**src/design/lun_pkg.sv**
```systemverilog
// Shared types, constants and the Newton-step microprogram for the undistortion block.
`timescale 1ns / 1ps
package lun_pkg;

  typedef logic signed [63:0] fx_t;

  // Internal saturation limit and fixed-point constants (Q.28)
  localparam fx_t LIM       = 64'sh0FFF_FFFF_FFFF_FFFF;
  localparam fx_t ONE_Q     = 64'sh0000_0000_1000_0000;
  localparam fx_t TWO_Q     = 64'sh0000_0000_2000_0000;
  localparam fx_t THREE_Q   = 64'sh0000_0000_3000_0000;
  localparam fx_t SIX_Q     = 64'sh0000_0000_6000_0000;
  localparam fx_t STOP_Q    = 64'sd26844;

  // Register file depth and operand sources
  localparam int RF_DEPTH = 24;
  localparam logic [4:0] R_U     = 5'd0;
  localparam logic [4:0] R_V     = 5'd1;
  localparam logic [4:0] R_X     = 5'd2;
  localparam logic [4:0] R_Y     = 5'd3;
  localparam logic [4:0] SRC_K1  = 5'd24;
  localparam logic [4:0] SRC_K2  = 5'd25;
  localparam logic [4:0] SRC_P1  = 5'd26;
  localparam logic [4:0] SRC_P2  = 5'd27;
  localparam logic [4:0] SRC_ONE = 5'd28;
  localparam logic [4:0] SRC_TWO = 5'd29;
  localparam logic [4:0] SRC_THR = 5'd30;
  localparam logic [4:0] SRC_SIX = 5'd31;

  // Micro-op codes
  localparam logic [2:0] OP_MUL = 3'd0;
  localparam logic [2:0] OP_ADD = 3'd1;
  localparam logic [2:0] OP_SUB = 3'd2;
  localparam logic [2:0] OP_RCP = 3'd3;
  localparam logic [2:0] OP_CHK = 3'd4;

  // Configuration register indexes
  localparam logic [2:0] CFG_FOCAL_X  = 3'd0;
  localparam logic [2:0] CFG_FOCAL_Y  = 3'd1;
  localparam logic [2:0] CFG_CENTER_X = 3'd2;
  localparam logic [2:0] CFG_CENTER_Y = 3'd3;
  localparam logic [2:0] CFG_K1       = 3'd4;
  localparam logic [2:0] CFG_K2       = 3'd5;
  localparam logic [2:0] CFG_P1       = 3'd6;
  localparam logic [2:0] CFG_P2       = 3'd7;

  localparam int PROG_LEN = 68;

  typedef struct packed {
    logic [2:0] op;
    logic [4:0] dst;
    logic [4:0] a;
    logic [4:0] b;
  } uop_t;

  // Saturating add at the internal limit
  function automatic fx_t sat_add(input fx_t a, input fx_t b);
    logic signed [64:0] s;
    logic signed [64:0] lim_w;
    lim_w = {LIM[63], LIM};
    s = {a[63], a} + {b[63], b};
    if (s > lim_w) return LIM;
    if (s < -lim_w) return -LIM;
    return s[63:0];
  endfunction

  function automatic uop_t mk(input logic [2:0] op, input logic [4:0] dst,
                              input logic [4:0] a, input logic [4:0] b);
    uop_t u;
    u.op = op; u.dst = dst; u.a = a; u.b = b;
    return u;
  endfunction

  // One Newton step: Jacobian, residual, Cramer solve, update, stop test
  function automatic uop_t prog(input logic [6:0] pc);
    uop_t u;
    case (pc)
      7'd0:  u = mk(OP_MUL, 5'd4,  R_X,     R_X);
      7'd1:  u = mk(OP_MUL, 5'd5,  R_Y,     R_Y);
      7'd2:  u = mk(OP_MUL, 5'd6,  R_X,     R_Y);
      7'd3:  u = mk(OP_ADD, 5'd7,  5'd4,    5'd5);
      7'd4:  u = mk(OP_MUL, 5'd8,  SRC_K2,  5'd7);
      7'd5:  u = mk(OP_ADD, 5'd8,  SRC_K1,  5'd8);
      7'd6:  u = mk(OP_MUL, 5'd8,  5'd7,    5'd8);
      7'd7:  u = mk(OP_ADD, 5'd9,  SRC_ONE, 5'd8);
      7'd8:  u = mk(OP_MUL, 5'd10, SRC_K2,  5'd7);
      7'd9:  u = mk(OP_MUL, 5'd10, 5'd10,   SRC_TWO);
      7'd10: u = mk(OP_ADD, 5'd10, SRC_K1,  5'd10);
      7'd11: u = mk(OP_MUL, 5'd10, 5'd10,   SRC_TWO);
      7'd12: u = mk(OP_MUL, 5'd11, SRC_P1,  R_X);
      7'd13: u = mk(OP_MUL, 5'd12, SRC_P1,  R_Y);
      7'd14: u = mk(OP_MUL, 5'd13, SRC_P2,  R_X);
      7'd15: u = mk(OP_MUL, 5'd14, SRC_P2,  R_Y);
      7'd16: u = mk(OP_MUL, 5'd15, 5'd4,    5'd10);
      7'd17: u = mk(OP_ADD, 5'd15, 5'd9,    5'd15);
      7'd18: u = mk(OP_MUL, 5'd16, 5'd12,   SRC_TWO);
      7'd19: u = mk(OP_MUL, 5'd17, 5'd13,   SRC_SIX);
      7'd20: u = mk(OP_ADD, 5'd16, 5'd16,   5'd17);
      7'd21: u = mk(OP_ADD, 5'd15, 5'd15,   5'd16);
      7'd22: u = mk(OP_MUL, 5'd16, 5'd5,    5'd10);
      7'd23: u = mk(OP_ADD, 5'd16, 5'd9,    5'd16);
      7'd24: u = mk(OP_MUL, 5'd17, 5'd13,   SRC_TWO);
      7'd25: u = mk(OP_MUL, 5'd18, 5'd12,   SRC_SIX);
      7'd26: u = mk(OP_ADD, 5'd17, 5'd17,   5'd18);
      7'd27: u = mk(OP_ADD, 5'd16, 5'd16,   5'd17);
      7'd28: u = mk(OP_MUL, 5'd17, 5'd6,    5'd10);
      7'd29: u = mk(OP_ADD, 5'd18, 5'd11,   5'd14);
      7'd30: u = mk(OP_MUL, 5'd18, 5'd18,   SRC_TWO);
      7'd31: u = mk(OP_ADD, 5'd17, 5'd17,   5'd18);
      7'd32: u = mk(OP_MUL, 5'd18, 5'd15,   5'd16);
      7'd33: u = mk(OP_MUL, 5'd19, 5'd17,   5'd17);
      7'd34: u = mk(OP_SUB, 5'd18, 5'd18,   5'd19);
      7'd35: u = mk(OP_MUL, 5'd19, R_X,     5'd9);
      7'd36: u = mk(OP_MUL, 5'd20, SRC_P1,  5'd6);
      7'd37: u = mk(OP_MUL, 5'd20, 5'd20,   SRC_TWO);
      7'd38: u = mk(OP_ADD, 5'd19, 5'd19,   5'd20);
      7'd39: u = mk(OP_MUL, 5'd20, 5'd4,    SRC_THR);
      7'd40: u = mk(OP_ADD, 5'd20, 5'd20,   5'd5);
      7'd41: u = mk(OP_MUL, 5'd20, SRC_P2,  5'd20);
      7'd42: u = mk(OP_ADD, 5'd19, 5'd19,   5'd20);
      7'd43: u = mk(OP_MUL, 5'd20, R_Y,     5'd9);
      7'd44: u = mk(OP_MUL, 5'd21, SRC_P2,  5'd6);
      7'd45: u = mk(OP_MUL, 5'd21, 5'd21,   SRC_TWO);
      7'd46: u = mk(OP_ADD, 5'd20, 5'd20,   5'd21);
      7'd47: u = mk(OP_MUL, 5'd21, 5'd5,    SRC_THR);
      7'd48: u = mk(OP_ADD, 5'd21, 5'd4,    5'd21);
      7'd49: u = mk(OP_MUL, 5'd21, SRC_P1,  5'd21);
      7'd50: u = mk(OP_ADD, 5'd20, 5'd20,   5'd21);
      7'd51: u = mk(OP_SUB, 5'd19, R_U,     5'd19);
      7'd52: u = mk(OP_SUB, 5'd20, R_V,     5'd20);
      7'd53: u = mk(OP_RCP, 5'd18, 5'd18,   5'd18);
      7'd54: u = mk(OP_MUL, 5'd21, 5'd16,   5'd19);
      7'd55: u = mk(OP_MUL, 5'd22, 5'd17,   5'd20);
      7'd56: u = mk(OP_SUB, 5'd21, 5'd21,   5'd22);
      7'd57: u = mk(OP_MUL, 5'd21, 5'd21,   5'd18);
      7'd58: u = mk(OP_MUL, 5'd22, 5'd15,   5'd20);
      7'd59: u = mk(OP_MUL, 5'd23, 5'd17,   5'd19);
      7'd60: u = mk(OP_SUB, 5'd22, 5'd22,   5'd23);
      7'd61: u = mk(OP_MUL, 5'd22, 5'd22,   5'd18);
      7'd62: u = mk(OP_ADD, R_X,   R_X,     5'd21);
      7'd63: u = mk(OP_ADD, R_Y,   R_Y,     5'd22);
      7'd64: u = mk(OP_MUL, 5'd4,  5'd21,   5'd21);
      7'd65: u = mk(OP_MUL, 5'd5,  5'd22,   5'd22);
      7'd66: u = mk(OP_ADD, 5'd4,  5'd4,    5'd5);
      default: u = mk(OP_CHK, 5'd4, 5'd4,   5'd4);
    endcase
    return u;
  endfunction

endpackage

```
**src/design/lun_div.sv**
```systemverilog
// Restoring divider, one quotient bit per cycle, 57-bit quotient.
`timescale 1ns / 1ps
module lun_div (
  input  logic        clk,
  input  logic        rst,
  input  logic        start,
  input  logic [56:0] num,
  input  logic [60:0] den,
  output logic        done,
  output logic [56:0] quo
);
  import lun_pkg::*;

  logic [56:0] nsh;
  logic [60:0] dn;
  logic [60:0] rem;
  logic [5:0]  cnt;
  logic        busy;
  logic [61:0] trial;
  logic [61:0] diff;
  logic        ge;

  assign trial = {rem, nsh[56]};
  assign diff  = trial - {1'b0, dn};
  assign ge    = trial >= {1'b0, dn};

  // Sequence the bit steps
  always_ff @(posedge clk) begin
    if (rst) begin
      busy <= 1'b0;
      done <= 1'b0;
      cnt  <= 6'd0;
    end else begin
      done <= busy && (cnt == 6'd0);
      if (start) begin
        busy <= 1'b1;
        cnt  <= 6'd56;
      end else if (busy) begin
        cnt <= cnt - 6'd1;
        if (cnt == 6'd0) busy <= 1'b0;
      end
    end
  end

  // Shift, trial subtract, shift in quotient bit
  always_ff @(posedge clk) begin
    if (start) begin
      nsh <= num;
      dn  <= den;
      rem <= '0;
      quo <= '0;
    end else if (busy) begin
      nsh <= {nsh[55:0], 1'b0};
      rem <= ge ? diff[60:0] : trial[60:0];
      quo <= {quo[55:0], ge};
    end
  end

endmodule

```
**config.mk**
```make
export PLATFORM = sky130hd
export DESIGN_NAME = lun_div
export DESIGN_NICKNAME = d
export VERILOG_FILES = /design/src/design/lun_pkg.sv /design/src/design/lun_div.sv
export SDC_FILE = /design/constraint.sdc
export NUM_CORES = 1
export LEC_CHECK = 0
export BUFFER_PORTS_ARGS = -buffer_cell sky130_fd_sc_hd__buf_2
export CAP_MARGIN = 20
export CORE_MARGIN = 4
export CORE_UTILIZATION = 40
export DETAILED_ROUTE_END_ITERATION = 8
export PLACE_DENSITY_LB_ADDON = 0.12
export SLEW_MARGIN = 15
export SYNTH_ARGS = -nofsm -noshare
export SYNTH_HDL_FRONTEND = slang
export SYNTH_SLANG_ARGS = --single-unit
export TNS_END_PERCENT = 30
```
**constraint.sdc**
```tcl
create_clock -name clk -period 7.3 [get_ports clk]
set_input_delay 0.365 -clock clk [delete_from_list [all_inputs] [get_ports clk]]
set_output_delay 0.365 -clock clk [all_outputs]
set_load 0.005 [all_outputs]
```
==> results.py <==
metrics = {
    "power": {
        "p_per_area_mw_per_mm2": 237,
        "p_leak_nw": 6.93,
        "max-vdd-ir-drop_mv": 0.174,
        "power.total_mw": 3.87,
    },
    "timing": {
        "clock_skew_ns": 0.00938,
        "period_minus_slack_ns": 3.80,
        "clock.fmax_mhz": 263,
        "tightestPinTransition_ns": 1.08,
        "rsz0062_at_grt": "no",
        "relSlewSlack_pct": 27.8,
        "finalHoldViolations": 0,
        "drv_slew": 0,
        "fin_crit_sh_pct": 52.0,
        "hold_slack_ns": 0.0589,
        "fin_setup_tns_ns": 0,
        "finalSetupViolCount": 0,
        "fin_ws_ns": 3.50,
    },
    "synthesis": {
        "synth_flop_cell": "dfxtp_1",
        "synth_async_sr_flop_share_pct": 0,
        "syn_area_per_cell_sq_um": 9.66,
        "synth.largest_area_cell": "edfxtp_1",
        "synth-simple-area-share_pct": 14.2,
        "synthDistinctLibCells": 78,
        "synth_compound_area_share_pct": 17.3,
        "synth-edff-count": 118,
        "muxShareOfSynthArea_pct": 9.26,
        "synth-seq-area-share_pct": 44.9,
        "synth_top_family_by_area": "compound AO/OA/AOI/OAI gates",
        "syn_nets": 1583,
        "synthAdderAreaFrac_pct": 5.89,
        "ys_warn_count": 0,
        "synth_area_sq_mm": 0.0135,
        "synth_area_leaders": "edfxtp_1 26%, dfxtp_1 19%, ha_1 5.7%",
        "synth_xor_area_share_pct": 3.05,
        "ys_ff_latch": 244,
        "yosysTopAreaCellShare_pct": 26.2,
        "synthCells": 1399,
    },
    "clocking": {
        "cts.clk_slew.worst_paths_ns": 0.06,
        "cts_tree": "yes",
        "htree_levels": 1,
        "clock_latency_ns": 0.57,
        "cts_buffers": 29,
        "root_buffer": "clkbuf_16",
        "cts_post_setup_buffers_inserted": 0,
        "clock_path_buffers": 3,
        "cts_sinks": 244,
    },
    "floorplanning": {
        "num_rows": 67,
        "start_util_pct": 40.4,
        "die_w_um": 192,
        "die-area_sq_mm": 0.0368,
        "coreArea_sq_mm": 0.0334,
        "io_pins": 179,
        "die_height_um": 192,
    },
    "drt": {
        "drt_iter0_drc": 687,
        "vias": 11000,
        "drc": 0,
        "first_pass_iters": 5,
        "vias_per_cell": 5.33,
        "ant_nets": 0,
        "wl_per_cell_um": 17.0,
        "wirelength_mm": 35.0,
    },
    "global_routing": {
        "grt_pass1_wl_mm": 56.6,
        "grt_overflow": 0,
        "grtUsageMet3_pct": 4.67,
        "antenna_found_initial": 4,
        "grt_max_degree": 91,
        "grt_util_met1_pct": 26.1,
        "track_usage_pct": 18.7,
        "busiest_layer": "met2",
        "grt_pass1_vias": 10900,
        "grt_use_met2_pct": 29.0,
    },
    "setup_path": {
        "crit_path_end_kind": "register",
        "startpoint_type": "register",
        "critPathRequiredTime_ns": 7.80,
        "cp_max_fo": 43,
        "reg2reg_slack_ns": 3.50,
        "critPathKind": "register to register",
        "cp.arrival_ns": 4.30,
    },
    "placement": {
        "hpwl_mm": 24.4,
        "preCtsSetupSlack_ns": 3.57,
        "place.gp.congestion": 0.918,
        "numPortBuffers": 178,
        "dp_cells": 1946,
    },
    "cells_and_area": {
        "drive_gt1_share_pct": 19.6,
        "area_growth_pct": 20.5,
        "layout_commonest_cell": "buf_2",
        "mostFrequentLayoutCells": "177 x buf_2, 149 x nor2_1, 141 x nand2_1",
        "fin_nets": 1775,
        "finalNonFillerCells": 2063,
    },
    "run": {
        "cap_violations": 0,
    },
    "outcome": {
        "status": "finished clean",
    },
    "min_path": {
        "hold_path.class": "primary input to register",
    },
}
## layout make-up
cell class | count | area (sq um)
diodes | 1 | 2.50
clock inverters | 14 | 154
fillers | 3190 | 17200
inverters | 85 | 319
flip-flops and latches | 244 | 6070
well taps | 448 | 561
multi-input cells | 983 | 6730
repair buffers | 248 | 1610
clock buffers | 40 | 850
## where the power goes
group          internal, mW  switching, mW
Clock                 0.892          0.608
Sequential             1.54         0.0496
Combinational         0.316          0.459
## synth_stat cells, types with 9 or more instances
cell type	instances
nor2_1	149
nand2_1	141
dfxtp_1	126
edfxtp_1	118
a21oi_1	93
inv_1	85
ha_1	62
mux2i_1	62
mux2_2	56
o21ai_0	48
clkbuf_1	43
a21o_1	37
a311oi_1	30
nand4_1	30
xnor2_1	28
buf_2	23
o21bai_1	23
nand3_1	21
xor2_1	19
nor3_1	14
and3_1	10
buf_1	10
o21a_1	9
## worst max-delay path, cell delays in order (launching register included)
cell	delay (ns)
edfxtp_1	0.33
inv_1	0.05
ha_1	0.38
a21oi_1	0.18
o21bai_1	0.08
a21o_1	0.21
a21o_1	0.19
a21o_1	0.21
a2111oi_1	0.66
nand3_2	0.43
buf_4	0.44
a211o_1	0.37
a21oi_1	0.14
## registers in the layout, indices dropped and copies added, names as in the netlist
register	count
cnt	6
dn	61
quo	57
done	1
rem	61
nsh	57
busy	1
## per-layer routing
| layer | share of wire [%] | vias up |
|---|---|---|
| met4 | 2.3 | 6 |
| met1 | 48 | 5200 |
| li1 | - | 5449 |
| met5 | 0.097 | - |
| met2 | 44 | 272 |
| met3 | 6.0 | 62 |
## cell families (layout without fill, tap and decap cells)
| family | count (synthesis) | count (layout) |
|---|---|---|
| compound gates | 334 | 334 |
| xor+xnor | 47 | 47 |
| fa+ha+maj | 63 | 63 |
| buf+inv | 172 | 387 |
| flops | 244 | 244 |
| mux | 118 | 118 |
| other cells | 0 | 1 |
| simple gates | 421 | 421 |
## stage by stage
step                      utilization [%]  cell area [sq um]
after floorplan                         -              13500
after global placement               43.8              14600
after detailed placement             43.8              14600
after CTS                            48.6              16300
after global routing                 48.7              16300
final                                48.7              16300
## worst paths after layout
path                from      to  cells past startpoint
setup / recovery  dn[55]  rem[1]                     12
setup reg to reg  dn[55]  rem[1]                     12
hold / removal       rst    busy                      2
hold reg to reg   cnt[5]    done                      1
## timing repair
action	in CTS	in global routing
hold endpoints to repair	61	0
gates resized for setup	0	0
hold buffers	61	0
Power figures use the tool's default switching activity.
