### src/design/lun_pkg.sv
// Shared types, constants and the Newton-step microprogram for the undistortion block.
`timescale 1ns / 1ps
package lun_pkg;

  typedef logic signed [63:0] fx_t;

  // Internal saturation limit and fixed-point constants (Q.28)
  localparam fx_t LIM       = 64'sh0FFF_FFFF_FFFF_FFFF;
  localparam fx_t ONE_Q     = 64'sh0000_0000_1000_0000;
  localparam fx_t TWO_Q     = 64'sh0000_0000_2000_0000;
  localparam fx_t THREE_Q   = 64'sh0000_0000_3000_0000;
  localparam fx_t SIX_Q     = 64'sh0000_0000_6000_0000;
  localparam fx_t STOP_Q    = 64'sd26844;

  // Register file depth and operand sources
  localparam int RF_DEPTH = 24;
  localparam logic [4:0] R_U     = 5'd0;
  localparam logic [4:0] R_V     = 5'd1;
  localparam logic [4:0] R_X     = 5'd2;
  localparam logic [4:0] R_Y     = 5'd3;
  localparam logic [4:0] SRC_K1  = 5'd24;
  localparam logic [4:0] SRC_K2  = 5'd25;
  localparam logic [4:0] SRC_P1  = 5'd26;
  localparam logic [4:0] SRC_P2  = 5'd27;
  localparam logic [4:0] SRC_ONE = 5'd28;
  localparam logic [4:0] SRC_TWO = 5'd29;
  localparam logic [4:0] SRC_THR = 5'd30;
  localparam logic [4:0] SRC_SIX = 5'd31;

  // Micro-op codes
  localparam logic [2:0] OP_MUL = 3'd0;
  localparam logic [2:0] OP_ADD = 3'd1;
  localparam logic [2:0] OP_SUB = 3'd2;
  localparam logic [2:0] OP_RCP = 3'd3;
  localparam logic [2:0] OP_CHK = 3'd4;

  // Configuration register indexes
  localparam logic [2:0] CFG_FOCAL_X  = 3'd0;
  localparam logic [2:0] CFG_FOCAL_Y  = 3'd1;
  localparam logic [2:0] CFG_CENTER_X = 3'd2;
  localparam logic [2:0] CFG_CENTER_Y = 3'd3;
  localparam logic [2:0] CFG_K1       = 3'd4;
  localparam logic [2:0] CFG_K2       = 3'd5;
  localparam logic [2:0] CFG_P1       = 3'd6;
  localparam logic [2:0] CFG_P2       = 3'd7;

  localparam int PROG_LEN = 68;

  typedef struct packed {
    logic [2:0] op;
    logic [4:0] dst;
    logic [4:0] a;
    logic [4:0] b;
  } uop_t;

  // Saturating add at the internal limit
  function automatic fx_t sat_add(input fx_t a, input fx_t b);
    logic signed [64:0] s;
    logic signed [64:0] lim_w;
    lim_w = {LIM[63], LIM};
    s = {a[63], a} + {b[63], b};
    if (s > lim_w) return LIM;
    if (s < -lim_w) return -LIM;
    return s[63:0];
  endfunction

  function automatic uop_t mk(input logic [2:0] op, input logic [4:0] dst,
                              input logic [4:0] a, input logic [4:0] b);
    uop_t u;
    u.op = op; u.dst = dst; u.a = a; u.b = b;
    return u;
  endfunction

  // One Newton step: Jacobian, residual, Cramer solve, update, stop test
  function automatic uop_t prog(input logic [6:0] pc);
    uop_t u;
    case (pc)
      7'd0:  u = mk(OP_MUL, 5'd4,  R_X,     R_X);
      7'd1:  u = mk(OP_MUL, 5'd5,  R_Y,     R_Y);
      7'd2:  u = mk(OP_MUL, 5'd6,  R_X,     R_Y);
      7'd3:  u = mk(OP_ADD, 5'd7,  5'd4,    5'd5);
      7'd4:  u = mk(OP_MUL, 5'd8,  SRC_K2,  5'd7);
      7'd5:  u = mk(OP_ADD, 5'd8,  SRC_K1,  5'd8);
      7'd6:  u = mk(OP_MUL, 5'd8,  5'd7,    5'd8);
      7'd7:  u = mk(OP_ADD, 5'd9,  SRC_ONE, 5'd8);
      7'd8:  u = mk(OP_MUL, 5'd10, SRC_K2,  5'd7);
      7'd9:  u = mk(OP_MUL, 5'd10, 5'd10,   SRC_TWO);
      7'd10: u = mk(OP_ADD, 5'd10, SRC_K1,  5'd10);
      7'd11: u = mk(OP_MUL, 5'd10, 5'd10,   SRC_TWO);
      7'd12: u = mk(OP_MUL, 5'd11, SRC_P1,  R_X);
      7'd13: u = mk(OP_MUL, 5'd12, SRC_P1,  R_Y);
      7'd14: u = mk(OP_MUL, 5'd13, SRC_P2,  R_X);
      7'd15: u = mk(OP_MUL, 5'd14, SRC_P2,  R_Y);
      7'd16: u = mk(OP_MUL, 5'd15, 5'd4,    5'd10);
      7'd17: u = mk(OP_ADD, 5'd15, 5'd9,    5'd15);
      7'd18: u = mk(OP_MUL, 5'd16, 5'd12,   SRC_TWO);
      7'd19: u = mk(OP_MUL, 5'd17, 5'd13,   SRC_SIX);
      7'd20: u = mk(OP_ADD, 5'd16, 5'd16,   5'd17);
      7'd21: u = mk(OP_ADD, 5'd15, 5'd15,   5'd16);
      7'd22: u = mk(OP_MUL, 5'd16, 5'd5,    5'd10);
      7'd23: u = mk(OP_ADD, 5'd16, 5'd9,    5'd16);
      7'd24: u = mk(OP_MUL, 5'd17, 5'd13,   SRC_TWO);
      7'd25: u = mk(OP_MUL, 5'd18, 5'd12,   SRC_SIX);
      7'd26: u = mk(OP_ADD, 5'd17, 5'd17,   5'd18);
      7'd27: u = mk(OP_ADD, 5'd16, 5'd16,   5'd17);
      7'd28: u = mk(OP_MUL, 5'd17, 5'd6,    5'd10);
      7'd29: u = mk(OP_ADD, 5'd18, 5'd11,   5'd14);
      7'd30: u = mk(OP_MUL, 5'd18, 5'd18,   SRC_TWO);
      7'd31: u = mk(OP_ADD, 5'd17, 5'd17,   5'd18);
      7'd32: u = mk(OP_MUL, 5'd18, 5'd15,   5'd16);
      7'd33: u = mk(OP_MUL, 5'd19, 5'd17,   5'd17);
      7'd34: u = mk(OP_SUB, 5'd18, 5'd18,   5'd19);
      7'd35: u = mk(OP_MUL, 5'd19, R_X,     5'd9);
      7'd36: u = mk(OP_MUL, 5'd20, SRC_P1,  5'd6);
      7'd37: u = mk(OP_MUL, 5'd20, 5'd20,   SRC_TWO);
      7'd38: u = mk(OP_ADD, 5'd19, 5'd19,   5'd20);
      7'd39: u = mk(OP_MUL, 5'd20, 5'd4,    SRC_THR);
      7'd40: u = mk(OP_ADD, 5'd20, 5'd20,   5'd5);
      7'd41: u = mk(OP_MUL, 5'd20, SRC_P2,  5'd20);
      7'd42: u = mk(OP_ADD, 5'd19, 5'd19,   5'd20);
      7'd43: u = mk(OP_MUL, 5'd20, R_Y,     5'd9);
      7'd44: u = mk(OP_MUL, 5'd21, SRC_P2,  5'd6);
      7'd45: u = mk(OP_MUL, 5'd21, 5'd21,   SRC_TWO);
      7'd46: u = mk(OP_ADD, 5'd20, 5'd20,   5'd21);
      7'd47: u = mk(OP_MUL, 5'd21, 5'd5,    SRC_THR);
      7'd48: u = mk(OP_ADD, 5'd21, 5'd4,    5'd21);
      7'd49: u = mk(OP_MUL, 5'd21, SRC_P1,  5'd21);
      7'd50: u = mk(OP_ADD, 5'd20, 5'd20,   5'd21);
      7'd51: u = mk(OP_SUB, 5'd19, R_U,     5'd19);
      7'd52: u = mk(OP_SUB, 5'd20, R_V,     5'd20);
      7'd53: u = mk(OP_RCP, 5'd18, 5'd18,   5'd18);
      7'd54: u = mk(OP_MUL, 5'd21, 5'd16,   5'd19);
      7'd55: u = mk(OP_MUL, 5'd22, 5'd17,   5'd20);
      7'd56: u = mk(OP_SUB, 5'd21, 5'd21,   5'd22);
      7'd57: u = mk(OP_MUL, 5'd21, 5'd21,   5'd18);
      7'd58: u = mk(OP_MUL, 5'd22, 5'd15,   5'd20);
      7'd59: u = mk(OP_MUL, 5'd23, 5'd17,   5'd19);
      7'd60: u = mk(OP_SUB, 5'd22, 5'd22,   5'd23);
      7'd61: u = mk(OP_MUL, 5'd22, 5'd22,   5'd18);
      7'd62: u = mk(OP_ADD, R_X,   R_X,     5'd21);
      7'd63: u = mk(OP_ADD, R_Y,   R_Y,     5'd22);
      7'd64: u = mk(OP_MUL, 5'd4,  5'd21,   5'd21);
      7'd65: u = mk(OP_MUL, 5'd5,  5'd22,   5'd22);
      7'd66: u = mk(OP_ADD, 5'd4,  5'd4,    5'd5);
      default: u = mk(OP_CHK, 5'd4, 5'd4,   5'd4);
    endcase
    return u;
  endfunction

endpackage

### src/design/lun_mul.sv
// Shared Q.28 multiplier: four 32x32 partial products, saturated result.
`timescale 1ns / 1ps
module lun_mul (
  input  logic              clk,
  input  logic              rst,
  input  logic              start,
  input  lun_pkg::fx_t      a,
  input  lun_pkg::fx_t      b,
  output logic              done,
  output lun_pkg::fx_t      prod
);
  import lun_pkg::*;

  logic [59:0]  ma;
  logic [59:0]  mb;
  logic         neg;
  logic [1:0]   cnt;
  logic         busy;
  logic [119:0] acc;
  logic [31:0]  opx;
  logic [31:0]  opy;
  logic [63:0]  pp;
  logic [119:0] pp_sh;
  logic [63:0]  abs_a;
  logic [63:0]  abs_b;
  fx_t          mag_r;

  assign abs_a = a[63] ? 64'(-a) : 64'(a);
  assign abs_b = b[63] ? 64'(-b) : 64'(b);

  // Pick the partial product for this cycle
  always_comb begin
    opx = cnt[0] ? {4'b0, ma[59:32]} : ma[31:0];
    opy = cnt[1] ? {4'b0, mb[59:32]} : mb[31:0];
    pp  = opx * opy;
    case (cnt)
      2'd0:    pp_sh = {56'b0, pp};
      2'd3:    pp_sh = {pp[55:0], 64'b0};
      default: pp_sh = {24'b0, pp, 32'b0};
    endcase
  end

  // Accumulate four partial products
  always_ff @(posedge clk) begin
    if (rst) begin
      busy <= 1'b0;
      done <= 1'b0;
      cnt  <= 2'd0;
    end else begin
      done <= busy && (cnt == 2'd3);
      if (start) begin
        busy <= 1'b1;
        cnt  <= 2'd0;
      end else if (busy) begin
        cnt <= cnt + 2'd1;
        if (cnt == 2'd3) busy <= 1'b0;
      end
    end
  end

  always_ff @(posedge clk) begin
    if (start) begin
      ma  <= abs_a[59:0];
      mb  <= abs_b[59:0];
      neg <= a[63] ^ b[63];
      acc <= '0;
    end else if (busy) begin
      acc <= acc + pp_sh;
    end
  end

  // Drop the fraction, saturate, restore sign
  always_comb begin
    if (acc[119:88] != 32'b0) mag_r = LIM;
    else mag_r = {4'b0, acc[87:28]};
    prod = neg ? -mag_r : mag_r;
  end

endmodule

### config.mk
export PLATFORM = sky130hd
export DESIGN_NAME = lun_mul
export DESIGN_NICKNAME = d
export VERILOG_FILES = /design/src/design/lun_pkg.sv /design/src/design/lun_mul.sv
export SDC_FILE = /design/constraint.sdc
export NUM_CORES = 2
export LEC_CHECK = 0
export BUFFER_PORTS_ARGS = -buffer_cell sky130_fd_sc_hd__buf_2
export CAP_MARGIN = 20
export CELL_PAD_IN_SITES_DETAIL_PLACEMENT = 0
export CELL_PAD_IN_SITES_GLOBAL_PLACEMENT = 2
export CORE_MARGIN = 1.5
export CORE_UTILIZATION = 44
export CTS_CLUSTER_SIZE = 16
export DETAILED_ROUTE_END_ITERATION = 10
export PLACE_DENSITY = 0.95
export SETUP_SLACK_MARGIN = 0.4
export SLEW_MARGIN = 25
export SYNTH_ARGS = -nofsm -noshare
export SYNTH_HDL_FRONTEND = slang
export SYNTH_SLANG_ARGS = --single-unit
### constraint.sdc
create_clock -name clk -period 21.1 [get_ports clk]
set_input_delay 1.055 -clock clk [delete_from_list [all_inputs] [get_ports clk]]
set_output_delay 1.055 -clock clk [all_outputs]
set_load 0.01 [all_outputs]
==> run_results.csv <==
group,metric,value,unit
critical_path,path_buf_inv,8,
cts,clkLatencyLatePin,0.65,ns
sta,finalSetupViolCount,0,
floorplanning,die_y,351,microns
sta,finalCritPeriodShare,0.680,
job,maxCapViolCount,0,
routing,drc,0,
worst_hold_path,hold_path.class,"flop to flop",
logic_synthesis,synth-async-reset-ratio,0,
logic_synthesis,synth_edf_count,121,
critical_path,worstPathMaxFanout,59,
sta,tightestPinTransition,1.17,ns
logic_synthesis,synth_top_area_frac,0.336,
cts,post_cts_buffers,0,
critical_path,critical-path-top-delay-family,"adder cells",
placement,globalplace.congestion,0.969,
floorplanning,die_width,351,microns
routing,drtAntennaViolNets,0,
critical_path,worstReg2RegEnd,"acc[116]",
cts,ctsHoldBuffers,0,
logic_synthesis,synth_seq_cells,245,
routing,drt-initial-drc-count,3556,
worst_hold_path,whs_path_depth,2,
critical_path,r2r_cells,41,
logic_synthesis,synth_area_leader_cell,"fa_1",
routing,drt_pass1_iterations,6,
global_routing,grt_max_degree,147,
logic_synthesis,synth_top_flop_cell,"dfxtp_1",
finish,register_area,6130,sq um
worst_hold_path,hold_end,"acc[4]",
cts,cts.sinks,245,
critical_path,max_stage_delay,0.76,ns
logic_synthesis,synth_commonest_cells,"942 x inv_1, 897 x fa_1, 811 x nand2_1",
global_routing,grt_pass1_vias,46059,
routing,vias,45083,
finish,areaGrowthSynthToFinish,6.95,%
critical_path,worst_setup_path_start_kind,"flop",
placement,hpwl,151,mm
global_routing,grt_usage,0.309,
sta,hold-worst-slack,0.483,ns
critical_path,slowest_stage,"buf_4",
logic_synthesis,synth_nets,7727,
cts,clockBufferDepth,3,
floorplanning,dieArea,124000,sq um
finish,fin_util,0.476,
critical_path,worstPathRequired,21.62,ns
floorplanning,io_pins,196,
critical_path,end_kind,"flop",
routing,drt_wl_total,189,mm
sta,rsz0062_at_grt,"no",
floorplanning,start_util,0.445,
logic_synthesis,syn_inst,6308,
logic_synthesis,synth.distinct_cells,78,
critical_path,cp_common_cell,"fa_1",
sta,fin_worst_skew,0.0605,ns
logic_synthesis,synth.area.top_cells,"fa_1 34%, ha_1 9.2%, edfxtp_1 6.8%",
cts,post_cts_resize_count,0,
finish,nets,7723,
routing,viasPerCell,5.67,
sta,fin_tns_setup,0,ns
sta,hold_viol,0,
floorplanning,row_count,127,
logic_synthesis,ys_seq_area_frac,0.114,
global_routing,gr-total-overflow,0,
cts,clkTransAtPathRegs,0.07,ns
global_routing,grt_pass1_wl,285,mm
placement,pre_cts_ws,6.58,ns
critical_path,worstReg2RegStart,"cnt[0]",
floorplanning,core,120000,sq um
placement,io_buffers,189,
sta,max_freq,69.7,MHz
logic_synthesis,yosysMostFrequentCell,"inv_1",
critical_path,critPathArrivalTime,14.86,ns
finish,fillers,11796,
logic_synthesis,post_synth.cell_area_avg,8.47,sq um
worst_hold_path,hold_start,"acc[4]",
cts,clk_root_buffer_cell,"clkbuf_16",
logic_synthesis,yosysWarnings,0,
global_routing,antenna_found_initial,10,
finish,drive_gt1_frac,0.0768,
logic_synthesis,mappedNetlistArea,53400,sq um
sta,period_minus_slack,14.34,ns
sta,slew_viol_final,0,
cts,cts-buffers-inserted,29,
sta,relSlewSlack,0.212,
finish,multi_input_area,42800,sq um
critical_path,r2r_slack,6.76,ns
sta,fin_ws,6.76,ns
critical_path,crit_type,"flop to flop",
outcome,status,"finished, final reports clean",
cts,cts_max_level,1,
routing,post_drt_wl_per_cell,23.8,microns
cts,cts_tree,"built",
## per-layer routing
layer  track usage  vias to the layer above  share of wire
li1              -                    20293              -
met1         0.387                    22462           0.40
met2         0.509                     1870           0.46
met3        0.0558                      456          0.079
met4         0.161                        2          0.064
met5             0                        -        0.00011
## area by class of cell
type                       instances  area share
antenna                            8    0.000350
clock buffer                      36      0.0141
clock inverter                    17     0.00243
inverter                         943      0.0620
multi-input combinational       4803       0.749
sequential                       245       0.107
tap                             1612      0.0353
timing repair buffer             282      0.0292
## worst min-delay path, cell delays in order, from the launching register on
cell      delay (ns)
dfxtp_1         0.32
nand2b_1        0.07
a21oi_1         0.05
## cells by family (layout without fill, tap and decap cells)
| family | after synthesis | after routing | synth area share |
|---|---|---|---|
| simple gates | 2068 | 2068 | 0.167 |
| fa+ha+maj | 1288 | 1288 | 0.428 |
| buf+inv | 1260 | 1278 | 0.0886 |
| compound gates | 956 | 956 | 0.116 |
| xor+xnor | 310 | 310 | 0.0508 |
| flops | 245 | 245 | 0.114 |
| mux | 181 | 181 | 0.0352 |
| other cells | 0 | 8 | 0 |
## metrics by stage
step                      std cells  cell area (sq um)
after global routing           7945              57100
final                          7946              57100
after global placement         7885              56100
after CTS                      7938              57100
after detailed placement       7885              56200
after floorplan                6308              53400
## worst max-delay path by stage
stage / depth (start not counted) / from / slack (ns) / end
6_report: 41 / cnt[0] / 6.76 / acc[116]
5_1_grt: 45 / cnt[0] / 6.28 / acc[105]
4_1_cts: 41 / cnt[0] / 6.57 / acc[114]
3_5_place_dp: 41 / cnt[0] / 6.58 / acc[114]
3_3_place_gp: 38 / cnt[0] / 6.57 / acc[114]
2_1_floorplan: 46 / cnt[0] / 9.30 / acc[111]
## layout by cell type, fill, tap and decap left out, types with 20 or more instances in the layout
| cell | netlist | layout |
|---|---|---|
| a21o_1 | 106 | 106 |
| a21oi_1 | 255 | 255 |
| a22o_1 | 58 | 58 |
| a31oi_1 | 24 | 24 |
| and2_1 | 61 | 61 |
| buf_2 | 3 | 188 |
| buf_4 | 0 | 92 |
| clkbuf_16 | 0 | 30 |
| dfxtp_1 | 124 | 121 |
| edfxtp_1 | 121 | 121 |
| fa_1 | 897 | 897 |
| ha_1 | 391 | 390 |
| inv_1 | 942 | 942 |
| mux2_2 | 56 | 56 |
| mux2i_1 | 125 | 84 |
| mux2i_2 | 0 | 34 |
| nand2_1 | 811 | 811 |
| nand2b_1 | 25 | 25 |
| nand3_1 | 45 | 45 |
| nand4_1 | 67 | 67 |
| nor2_1 | 795 | 793 |
| nor2b_1 | 33 | 27 |
| nor3_1 | 60 | 60 |
| nor4_1 | 31 | 31 |
| o21a_1 | 20 | 20 |
| o21ai_0 | 230 | 230 |
| o21bai_1 | 53 | 53 |
| o311ai_0 | 21 | 21 |
| o31ai_1 | 46 | 46 |
| or3_1 | 45 | 45 |
| or4_1 | 27 | 27 |
| xnor2_1 | 226 | 226 |
| xor2_1 | 84 | 83 |
## state kept, by name (all words and copies together) (netlist names)
name and flops:
cnt 2, done 1, neg 1, busy 1, ma 60, acc 120
mb 60
Power is not shown: default switching activity piles up to over one toggle a cycle in this logic, so the estimate is an artifact.
